<file path="src/hw/rtl/b64enc_pkg.sv">
// b64enc_pkg: shared types, constants and the alphabet lookup of the base64 encoder
// no dependencies
package b64enc_pkg;

    localparam int QUEUE_DEPTH = 2;
    localparam int QUEUE_AW    = $clog2(QUEUE_DEPTH);

    localparam logic [6:0] PAD_CHAR  = 7'h3d;
    localparam logic [1:0] LAST_SLOT = 2'd3;
    localparam logic [1:0] FULL_CNT  = 2'd2;

    // one group of up to three bytes handed from front to back
    typedef struct packed {
        logic [7:0] b0;
        logic [7:0] b1;
        logic [7:0] b2;
        logic [1:0] nbytes;
        logic       eom;
    } group_t;

    function automatic logic [6:0] sextet_char(input logic [5:0] v);
        logic [6:0] c;
        case (v) inside
            [6'd0:6'd25]:  c = {1'b0, v} + 7'd65;
            [6'd26:6'd51]: c = {1'b0, v} + 7'd71;
            [6'd52:6'd61]: c = {1'b0, v} - 7'd4;
            6'd62:         c = 7'h2b;
            default:       c = 7'h2f;
        endcase
        return c;
    endfunction

    function automatic logic [5:0] group_sextet(input group_t g, input logic [1:0] slot);
        logic [5:0] s;
        case (slot)
            2'd0:    s = g.b0[7:2];
            2'd1:    s = {g.b0[1:0], g.b1[7:4]};
            2'd2:    s = {g.b1[3:0], g.b2[7:6]};
            default: s = g.b2[5:0];
        endcase
        return s;
    endfunction

endpackage

</file>
<file path="src/hw/rtl/b64enc_byte_if.sv">
// b64enc_byte_if: input channel of the base64 encoder, one raw byte per word
// no dependencies
interface b64enc_byte_if;
    logic       valid;
    logic       ready;
    logic [7:0] data_byte;
    logic       end_of_message;

    modport source (output valid, output data_byte, output end_of_message, input ready);
    modport sink (input valid, input data_byte, input end_of_message, output ready);
endinterface

</file>
<file path="src/hw/rtl/b64enc_char_if.sv">
// b64enc_char_if: output channel of the base64 encoder, one ascii character per word
// no dependencies
interface b64enc_char_if;
    logic       valid;
    logic       ready;
    logic [6:0] ascii_char;
    logic       last_of_run;
    logic       message_done;

    modport source (output valid, output ascii_char, output last_of_run,
                    output message_done, input ready);
    modport sink (input valid, input ascii_char, input last_of_run,
                  input message_done, output ready);
endinterface

</file>
<file path="src/hw/rtl/b64enc_front.sv">
// b64enc_front: collects input bytes into groups of three and flushes at end of message
// depends on b64enc_pkg, b64enc_byte_if
module b64enc_front (
    input  logic                 clk,
    input  logic                 rst_n,
    b64enc_byte_if.sink          in_ch,
    output logic                 push_valid,
    input  logic                 push_ready,
    output b64enc_pkg::group_t   push_data
);
    import b64enc_pkg::*;

    logic [7:0] pend0_reg;
    logic [7:0] pend1_reg;
    logic [1:0] cnt_reg;
    logic [1:0] cnt_next;
    logic       accept;

    assign in_ch.ready = push_ready;
    assign accept      = in_ch.valid && push_ready;
    assign push_valid  = in_ch.valid && ((cnt_reg == FULL_CNT) || in_ch.end_of_message);

    always_comb
    begin
        push_data.eom = in_ch.end_of_message;
        push_data.b2  = 8'd0;
        if (cnt_reg == FULL_CNT)
        begin
            push_data.b0     = pend0_reg;
            push_data.b1     = pend1_reg;
            push_data.b2     = in_ch.data_byte;
            push_data.nbytes = 2'd3;
        end
        else if (cnt_reg == 2'd1)
        begin
            push_data.b0     = pend0_reg;
            push_data.b1     = in_ch.data_byte;
            push_data.nbytes = 2'd2;
        end
        else
        begin
            push_data.b0     = in_ch.data_byte;
            push_data.b1     = 8'd0;
            push_data.nbytes = 2'd1;
        end
    end

    always_comb
    begin
        cnt_next = cnt_reg;
        if (accept)
        begin
            if (push_valid)
                cnt_next = 2'd0;
            else
                cnt_next = cnt_reg + 2'd1;
        end
    end

    always_ff @(posedge clk or negedge rst_n)
    begin
        if (!rst_n)
            cnt_reg <= 2'd0;
        else
            cnt_reg <= cnt_next;
    end

    // pending bytes only hold payload
    always_ff @(posedge clk)
    begin
        if (accept && !push_valid)
        begin
            if (cnt_reg[0])
                pend1_reg <= in_ch.data_byte;
            else
                pend0_reg <= in_ch.data_byte;
        end
    end

endmodule

</file>
<file path="src/hw/rtl/b64enc_queue.sv">
// b64enc_queue: short group queue between front and back
// depends on b64enc_pkg
module b64enc_queue (
    input  logic                 clk,
    input  logic                 rst_n,
    input  logic                 push_valid,
    output logic                 push_ready,
    input  b64enc_pkg::group_t   push_data,
    output logic                 pop_valid,
    input  logic                 pop_ready,
    output b64enc_pkg::group_t   pop_data
);
    import b64enc_pkg::*;

    localparam logic [QUEUE_AW:0] DEPTH_CNT = (QUEUE_AW + 1)'(QUEUE_DEPTH);

    group_t              slot_reg [QUEUE_DEPTH];
    logic [QUEUE_AW-1:0] wr_ptr_reg;
    logic [QUEUE_AW-1:0] rd_ptr_reg;
    logic [QUEUE_AW:0]   fill_reg;
    logic                do_push;
    logic                do_pop;

    assign push_ready = (fill_reg != DEPTH_CNT);
    assign pop_valid  = (fill_reg != '0);
    assign pop_data   = slot_reg[rd_ptr_reg];
    assign do_push    = push_valid && push_ready;
    assign do_pop     = pop_valid && pop_ready;

    always_ff @(posedge clk or negedge rst_n)
    begin
        if (!rst_n)
        begin
            wr_ptr_reg <= '0;
            rd_ptr_reg <= '0;
            fill_reg   <= '0;
        end
        else
        begin
            if (do_push)
                wr_ptr_reg <= (wr_ptr_reg == QUEUE_AW'(QUEUE_DEPTH - 1)) ? '0
                                                                       : wr_ptr_reg + 1'b1;
            if (do_pop)
                rd_ptr_reg <= (rd_ptr_reg == QUEUE_AW'(QUEUE_DEPTH - 1)) ? '0
                                                                       : rd_ptr_reg + 1'b1;
            if (do_push && !do_pop)
                fill_reg <= fill_reg + 1'b1;
            else if (do_pop && !do_push)
                fill_reg <= fill_reg - 1'b1;
        end
    end

    always_ff @(posedge clk)
    begin
        if (do_push)
            slot_reg[wr_ptr_reg] <= push_data;
    end

endmodule

</file>
<file path="src/hw/rtl/b64enc_back.sv">
// b64enc_back: turns each queued group into four characters through an output register
// depends on b64enc_pkg, b64enc_char_if
module b64enc_back (
    input  logic                 clk,
    input  logic                 rst_n,
    input  logic                 pop_valid,
    output logic                 pop_ready,
    input  b64enc_pkg::group_t   pop_data,
    b64enc_char_if.source        out_ch
);
    import b64enc_pkg::*;

    logic [1:0] slot_reg;
    logic       valid_reg;
    logic [6:0] char_reg;
    logic       last_reg;
    logic       done_reg;
    logic       load;
    logic       is_last;
    logic [6:0] char_next;

    assign load      = pop_valid && (!valid_reg || out_ch.ready);
    assign is_last   = (slot_reg == LAST_SLOT);
    assign pop_ready = load && is_last;

    // slots past the byte count are padding
    assign char_next = (slot_reg > pop_data.nbytes) ? PAD_CHAR
                                                    : sextet_char(group_sextet(pop_data, slot_reg));

    always_ff @(posedge clk or negedge rst_n)
    begin
        if (!rst_n)
        begin
            slot_reg  <= 2'd0;
            valid_reg <= 1'b0;
        end
        else
        begin
            if (load)
            begin
                slot_reg  <= slot_reg + 2'd1;
                valid_reg <= 1'b1;
            end
            else if (out_ch.ready)
                valid_reg <= 1'b0;
        end
    end

    always_ff @(posedge clk)
    begin
        if (load)
        begin
            char_reg <= char_next;
            last_reg <= is_last;
            done_reg <= is_last && pop_data.eom;
        end
    end

    assign out_ch.valid        = valid_reg;
    assign out_ch.ascii_char   = char_reg;
    assign out_ch.last_of_run  = last_reg;
    assign out_ch.message_done = done_reg;

endmodule

</file>
<file path="src/hw/rtl/base64_stream_encoder.sv">
// base64_stream_encoder: top level of the streaming base64 encoder
// depends on b64enc_pkg, b64enc_byte_if, b64enc_char_if, b64enc_front, b64enc_queue, b64enc_back
//
// usage
//   in_ch takes one raw byte per word with end_of_message on the last byte of a message
//   out_ch gives one ascii character per word, standard alphabet plus '=' padding
//   every third byte, and every byte flagged end_of_message, releases four characters;
//   last_of_run marks the fourth, message_done marks it when the group closed a message
// data path
//   a byte that closes a group is written into the group queue at the accepting edge;
//   its first character then loads into the output register once the back end is free
// throughput
//   the back end emits one character per cycle while a group waits and out_ch is ready
//   in_ch is ready whenever the two-entry group queue has room, also while a character
//   waits in the output register
// reset
//   clears the byte count, the queue pointers and the output valid; pending bytes are
//   payload only and need no reset
// stall
//   when out_ch is not ready the character holds, the back end stops, the queue fills,
//   and in_ch drops ready once both queue entries hold groups
module base64_stream_encoder (
    input  logic          clk,
    input  logic          rst_n,
    b64enc_byte_if.sink   in_ch,
    b64enc_char_if.source out_ch
);
    import b64enc_pkg::*;

    // front to queue
    logic   push_valid;
    logic   push_ready;
    group_t push_data;

    // queue to back
    logic   pop_valid;
    logic   pop_ready;
    group_t pop_data;

    // grouping of bytes and end-of-message flush
    b64enc_front u_front (
        .clk        (clk),
        .rst_n      (rst_n),
        .in_ch      (in_ch),
        .push_valid (push_valid),
        .push_ready (push_ready),
        .push_data  (push_data)
    );

    // decouples byte intake from character output
    b64enc_queue u_queue (
        .clk        (clk),
        .rst_n      (rst_n),
        .push_valid (push_valid),
        .push_ready (push_ready),
        .push_data  (push_data),
        .pop_valid  (pop_valid),
        .pop_ready  (pop_ready),
        .pop_data   (pop_data)
    );

    // sextet split, alphabet lookup and padding, one character a cycle while a group waits and out_ch is ready
    b64enc_back u_back (
        .clk       (clk),
        .rst_n     (rst_n),
        .pop_valid (pop_valid),
        .pop_ready (pop_ready),
        .pop_data  (pop_data),
        .out_ch    (out_ch)
    );

endmodule

</file>
<file path="src/flat_wrapper.sv">
// flat-port wrapper written by rule: the top's interface ports become plain ports
module base64_stream_encoder_flat import b64enc_pkg::*;
  (clk, rst_n, in_ch_valid, in_ch_data_byte, in_ch_end_of_message, in_ch_ready, out_ch_valid, out_ch_ascii_char, out_ch_last_of_run, out_ch_message_done, out_ch_ready);
  b64enc_byte_if in_ch_i ();
  b64enc_char_if out_ch_i ();
  input  logic clk;
  input  logic rst_n;
  input wire logic [$bits(in_ch_i.valid)-1:0] in_ch_valid;
  input wire logic [$bits(in_ch_i.data_byte)-1:0] in_ch_data_byte;
  input wire logic [$bits(in_ch_i.end_of_message)-1:0] in_ch_end_of_message;
  output wire logic [$bits(in_ch_i.ready)-1:0] in_ch_ready;
  output wire logic [$bits(out_ch_i.valid)-1:0] out_ch_valid;
  output wire logic [$bits(out_ch_i.ascii_char)-1:0] out_ch_ascii_char;
  output wire logic [$bits(out_ch_i.last_of_run)-1:0] out_ch_last_of_run;
  output wire logic [$bits(out_ch_i.message_done)-1:0] out_ch_message_done;
  input wire logic [$bits(out_ch_i.ready)-1:0] out_ch_ready;
  assign in_ch_i.valid = in_ch_valid;
  assign in_ch_i.data_byte = in_ch_data_byte;
  assign in_ch_i.end_of_message = in_ch_end_of_message;
  assign in_ch_ready = in_ch_i.ready;
  assign out_ch_valid = out_ch_i.valid;
  assign out_ch_ascii_char = out_ch_i.ascii_char;
  assign out_ch_last_of_run = out_ch_i.last_of_run;
  assign out_ch_message_done = out_ch_i.message_done;
  assign out_ch_i.ready = out_ch_ready;
  base64_stream_encoder u_core (.clk(clk), .rst_n(rst_n), .in_ch(in_ch_i), .out_ch(out_ch_i));
endmodule
</file>
<file path="config.mk">
export PLATFORM = sky130hd
export DESIGN_NAME = base64_stream_encoder_flat
export DESIGN_NICKNAME = d
export VERILOG_FILES = /design/src/hw/rtl/b64enc_pkg.sv /design/src/hw/rtl/b64enc_byte_if.sv /design/src/hw/rtl/b64enc_char_if.sv /design/src/hw/rtl/b64enc_front.sv /design/src/hw/rtl/b64enc_queue.sv /design/src/hw/rtl/b64enc_back.sv /design/src/hw/rtl/base64_stream_encoder.sv /design/src/flat_wrapper.sv
export SDC_FILE = /design/constraint.sdc
export NUM_CORES = 1
export LEC_CHECK = 0
export ABC_AREA = 0
export BUFFER_PORTS_ARGS = -buffer_cell sky130_fd_sc_hd__buf_2
export CAP_MARGIN = 30
export CORE_ASPECT_RATIO = 0.9
export CORE_MARGIN = 2
export CORE_UTILIZATION = 25
export CTS_CLUSTER_DIAMETER = 50
export CTS_CLUSTER_SIZE = 28
export DETAILED_ROUTE_END_ITERATION = 8
export PLACE_DENSITY_LB_ADDON = 0.2
export SKIP_LAST_GASP = 1
export SYNTH_ARGS = -nofsm -noshare
export SYNTH_HDL_FRONTEND = slang
export SYNTH_SLANG_ARGS = --single-unit
</file>
<file path="constraint.sdc">
create_clock -name clk -period 3.6 [get_ports clk]
set_clock_uncertainty 0.05 [all_clocks]
set_input_delay 0.54 -clock clk [delete_from_list [all_inputs] [get_ports clk]]
set_output_delay 0.54 -clock clk [all_outputs]
set_load 0.01 [all_outputs]
</file>
Word-level counts from Yosys, hierarchy flattened
Memory sizes are Yosys's and may differ from the RTL's. Index checks and enable logic that the tools add are counted.

Memory bits (read-only): 0. Bits in latches: 0. Memories: 1. Register bits: 34. Output and inout bits: 11. RAM bits: 54.

Order comparisons: 7. Add/subtract/negate cells: 9. Divide/modulo/power cells: 0. Equal/unequal tests: 7. Bitwise gates (word level): 1. Shifts and indexed selects: 0. Mux-type cells: 19. Reduce and logical (&&, ||, !) cells: 25. $mul: 0.

Memories: u_core.u_queue.slot_reg (depth 2, bits a word 27, rd ports 1, clocked after memory_dff 0, write ports 1, RTL line b64enc_queue.sv:17) `group_t slot_reg [QUEUE_DEPTH];`.

Operator list (number): 16-bit two-way mux (2); 7-bit two-way mux (3); 6-bit case mux with 3 select lines (1); 6-bit by 7-bit adder with 7-bit output (second input constant) (2); 1-bit logical AND (13); 6-bit <= comparator (second input constant) (2); 2-bit two-way mux (5); 8-bit two-way mux (1); 6-bit by 3-bit subtractor with 7-bit output (second input constant) (1); 2-bit by 1-bit adder with 2-bit output (second input constant) (3); 2-bit == test (second input constant) (3); 6-bit == test (second input constant) (1); 6-bit by 1-bit greater-or-equal comparator with 1-bit output (second input constant) (1); 6-bit by 5-bit greater-or-equal comparator with 1-bit output (second input constant) (1); 6-bit greater-or-equal comparator (second input constant) (1); 6-bit by 5-bit <= comparator with 1-bit output (second input constant) (1); 1-bit two-way mux (6); 2-bit nonzero test (3); 2-bit by 1-bit == test with 1-bit output (second input constant) (2); 1-bit logical NOT (4); 2-bit AND reduction (2); 3-bit two-way mux (1); 1-bit adder (second input constant) (2); 2-bit > comparator (1); other kinds (5) (6).

Longest topological paths before layout
Depth in word-level cells: 8. Gate-level depth with buffers: 13. Depth with buffers taken out: 12.

By module
From an unflattened synthesis, not the netlist that was laid out.

Cells, all modules: 288. Area, all modules: 4281.6 um2.

By module, submodules not included: b64enc_queue (area each 2242.2 um2, sequential area each 1721.7 um2, cells each 102, times used 1); b64enc_back (area each 1088.5 um2, sequential area each 345.3 um2, cells each 120, times used 1); b64enc_front (area each 950.9 um2, sequential area each 530.5 um2, cells each 66, times used 1).

Least setup slack after synthesis
Ideal clock, no wire load.

Path type: reg2reg. From: reg u_core.u_queue.fill_reg[0]. To: mem u_core.u_queue.slot_reg[0][0] (netlist bit), enable pin. Required time: 3.105 ns. Library setup time: 0.445 ns. Path buffers: 0. Stages on the path, launching flop included: 4. Arrival: 2.657 ns. Path slack: 0.448 ns. Period minus slack after synthesis: 3.152 ns. Path through: dfrtp_1 nand2b_1 nand2_1 nor3_1.

Longest elaborated chain between the ends: 4.

RTL lines: from (decl) (RTL line b64enc_queue.sv:20) `logic [QUEUE_AW:0] fill_reg;`; from (signal assigned) (RTL line b64enc_queue.sv:47) `fill_reg <= fill_reg + 1'b1;`; from (signal assigned) (RTL line b64enc_queue.sv:49) `fill_reg <= fill_reg - 1'b1;`; 2-bit inequality test (RTL line b64enc_queue.sv:24) `assign push_ready = (fill_reg != DEPTH_CNT);`; via in_ch_ready (RTL line flat_wrapper.sv:11) `output wire logic [$bits(in_ch_i.ready)-1:0] in_ch_ready;`; 1-bit logical AND (RTL line b64enc_queue.sv:27) `assign do_push = push_valid && push_ready;`; 1-bit two-way mux (RTL line b64enc_queue.sv:55) `if (do_push)`; 1-bit two-way mux (not written as such) (RTL line b64enc_queue.sv:56) `slot_reg[wr_ptr_reg] <= push_data;`; to (decl) (RTL line b64enc_queue.sv:17).

The timed path passes the listed nets, and every way through them passes these cells.

Final worst setup path
From: reg u_core.u_back.slot_reg[1]. To: reg u_core.u_back.char_reg[4], in the netlist u_core.u_back.out_ch.ascii_char[4] (data pin).

Longest elaborated chain between the ends: 7. Elaborated cells on any way between the ends: 20.

RTL lines: from (decl) (RTL line b64enc_back.sv:13) `logic [1:0] slot_reg;`; from (signal assigned) (RTL line b64enc_back.sv:41) `slot_reg <= slot_reg + 2'd1;`; 2-bit == test (tied with other cells) (RTL line b64enc_pkg.sv:35) `case (slot)`; 6-bit case mux with 3 select lines (RTL line b64enc_pkg.sv:35); 6-bit greater-or-equal comparator (not written as such) / 6-bit <= comparator (equally long branches) (RTL line b64enc_back.sv:28) `: sextet_char(group_sextet(pop_data, slot_reg));`; 1-bit logical AND (not written as such) (RTL line b64enc_back.sv:28); 7-bit two-way mux (3 in a row) (RTL line b64enc_pkg.sv:23) `case (v) inside`; to (signal assigned) (RTL line b64enc_back.sv:53) `char_reg <= char_next;`; to (decl) (RTL line b64enc_back.sv:15) `logic [6:0] char_reg;`.

Several ways; a longest one is shown, not always the timed one. A chain may end at the register's enable or synchronous reset.

==> impl_metrics.tcl <==
set metrics [dict create \
    synth.distinct_cells 47 \
    endpoint_kind "flip-flop" \
    ios 24 \
    hold_violations 0 \
    final_nets 331 \
    timing.setup.critical_path_class "reg2reg" \
    drt-initial-drc-count 113 \
    clock-sinks 88 \
    biggest_area_consumer_among_synthesized_cells "sky130_fd_sc_hd__edfxtp_1" \
    layout_commonest_cell "sky130_fd_sc_hd__edfxtp_1" \
    die_width_um 137 \
    postCtsSetupBuffers 0 \
    viasPerCell 4.31 \
    path_clk_slew_ns 0.07 \
    largest_reg_flops 54 \
    globalRouteTotalUtil 0.105 \
    ctsRootBufferMaster "sky130_fd_sc_hd__clkbuf_16" \
    netlist_area_um2 3980 \
    grt_max_degree 28 \
    grt_antenna_before_repair 0 \
    period_minus_slack_ns 3.16 \
    syn_avg_cell_area_um2 14.7 \
    final_cell_mix "79 x sky130_fd_sc_hd__edfxtp_1, 23 x sky130_fd_sc_hd__buf_2, 16 x sky130_fd_sc_hd__inv_1, 16 x sky130_fd_sc_hd__ha_1, 14 x sky130_fd_sc_hd__nand2_1" \
    power.leakage_nw 1.71 \
    setup-tns-final_ns 0 \
    cp.arrival_ns 3.20 \
    holdBufCountCts 0 \
    yosysWarnings 0 \
    postSynthNetCount 299 \
    seq_area_frac_synth 0.653 \
    worstHoldPathType "in2async" \
    synthCells 270 \
    maxCapViolCount 0 \
    worst-path-max-fanout 10 \
    setup_violations 0 \
    cts_buffer_depth 2 \
    timing.critical_path.required_ns 3.64 \
    portBuffers 23 \
    critPathLaunchType "flip-flop" \
    timing.slew.headroom 0.528 \
    drt_wl_total_um 8030 \
    drive_gt1_frac 0.212 \
    detail_route.wl_per_cell_um 15.8 \
    unrepaired_setup_endpoints_after_global_routing "false" \
    power-per-cell-area_nw_per_um2 1020 \
    start_util 0.257 \
    status "completed" \
    report.final.slew_viol_count 0 \
    fmaxAchievable_ghz 0.317 \
    detailedPlacementHpwl_um 5640 \
    numCtsBuffers 9 \
    h-tree-depth 3 \
    grt_pass1_vias 2328 \
    worst-slew-pin-transition_ns 0.707 \
    placement_rows 43 \
    tritoncts "built" \
    area_growth_syn_to_layout_pct 16.3 \
    drc 0 \
    synth_seq_cells 88 \
    drtAntennaViolNets 0 \
    grt.overflow.total 0 \
    cts.repair.resized 0 \
    floorplan.die.height_um 124 \
    die_area_um2 16900 \
    netlist.area_leader.share 0.596 \
    synth.top_cells.by_area "sky130_fd_sc_hd__edfxtp_1 60%, sky130_fd_sc_hd__dfrtp_1 5.7%, sky130_fd_sc_hd__ha_1 5.0%" \
    detailroute.via_count 2194 \
    globalplace.congestion 0.802 \
    grt_pass1_wl_um 13000 \
    n_fill_cell 1572 \
    finish.utilization 0.299 \
    drt-pass1-iter-count 4 \
    core_um2 15500 \
    final.period_utilization 0.877 \
    max-vdd-ir-drop_mv 0.352 \
    antenna_cells_inserted 0 \
    clock_network_latency_to_the_later_pin_of_the_worst_skew_pair_ns 0.34 \
]
-- cell families after synthesis --
group / Yosys count / synth area share
flops: 88 / 0.653
compound gates: 58 / 0.121
simple gates: 55 / 0.0723
buf+inv: 26 / 0.0368
fa+ha+maj: 16 / 0.0503
mux: 15 / 0.0406
xor+xnor: 12 / 0.0264
-- path summary, 6_finish.rpt --
path                                             from                            endpoint  slack, ns  depth (start not counted)
setup / recovery            u_core.u_back.slot_reg[1]  u_core.u_back.out_ch.ascii_char[4]       0.44                         10
hold / removal                                  rst_n           u_core.u_front.cnt_reg[0]      0.004                          1
setup reg to reg            u_core.u_back.slot_reg[1]  u_core.u_back.out_ch.ascii_char[4]       0.44                         10
hold reg to reg            u_core.u_queue.fill_reg[1]          u_core.u_queue.fill_reg[1]       0.45                          1
max in group asynchronous                       rst_n          u_core.u_queue.fill_reg[0]       3.29                          1
min in group clk                         out_ch_ready          u_core.u_back.out_ch.valid       0.33                          2
-- report_power, final --
part / internal [W] / total (W) / switching (W)
Sequential: 0.00151 / 0.00162 / 0.000109
Clock: 0.000539 / 0.000938 / 0.000399
Combinational: 0.000876 / 0.00216 / 0.00128
Total: 0.00293 / 0.00472 / 0.00179
-- final cells by class --
| class | count | area, µm² | share of cell area |
|---|---|---|---|
| clock buffer | 9 | 225 | 0.0487 |
| tap | 202 | 253 | 0.0546 |
| timing repair buffer | 31 | 175 | 0.0379 |
| clock inverter | 7 | 68.8 | 0.0149 |
| multi-input combinational | 156 | 1250 | 0.269 |
| inverter | 16 | 60.1 | 0.0130 |
| sequential | 88 | 2600 | 0.562 |
-- synth_stat cells (all sizes together) --
master and number:
a221oi 1, mux2i 6, a22oi 4, o22ai 3, and2 10, xor2 5, or3 1, nor4 4
ha 16, nand2 14, o31ai 3, a211o 5, dfrtp 9, nand3 4, nand2b 3, mux2 9
a311oi 3, o211a 1, nor3 2, xnor2 7, a21o 1, nor2b 4, or2 2, nor2 9
a21oi 4, a211oi 4, clkbuf 3, o41ai 1, inv 16, a21boi 2, o221ai 2, edfxtp 79
a22o 12, a222oi 4, buf 7, o21ai 7, o21a 1, and3 2
-- stage by stage --
| step | cell area [µm²] | total power, W | setup slack (ns) | instances | hold WS [ns] |
|---|---|---|---|---|---|
| 3_3_place_gp | 4330 | 0.00384 | 0.438 | 493 | 0.369 |
| 2_1_floorplan | 3980 | 0.00333 | 0.448 | 270 | 0.194 |
| 6_report | 4630 | 0.00472 | 0.441 | 509 | 0.00398 |
| 4_1_cts | 4630 | 0.00478 | 0.422 | 509 | 0.00501 |
| 3_5_place_dp | 4330 | 0.00382 | 0.464 | 493 | 0.374 |
| 5_1_grt | 4630 | 0.00510 | 0.106 | 509 | 0.00111 |
-- worst max-delay path: stages, from the launching register on --
cell and delay, ns:
sky130_fd_sc_hd__dfrtp_1 0.44, sky130_fd_sc_hd__ha_1 0.31, sky130_fd_sc_hd__or2_1 0.33, sky130_fd_sc_hd__a211oi_1 0.25, sky130_fd_sc_hd__a211o_1 0.28, sky130_fd_sc_hd__inv_1 0.15
sky130_fd_sc_hd__ha_1 0.24, sky130_fd_sc_hd__o21a_1 0.22, sky130_fd_sc_hd__o31ai_4 0.35, sky130_fd_sc_hd__o211a_1 0.23, sky130_fd_sc_hd__o21ai_2 0.05
-- layer usage --
metal,track usage,part of all wire,vias to the layer above
met5,0,0,-
met4,0.0412,0.017,0
met3,0.0293,0.032,8
met2,0.154,0.44,32
met1,0.147,0.52,1061
li1,-,-,1093
(Power assumes the default switching activity.)
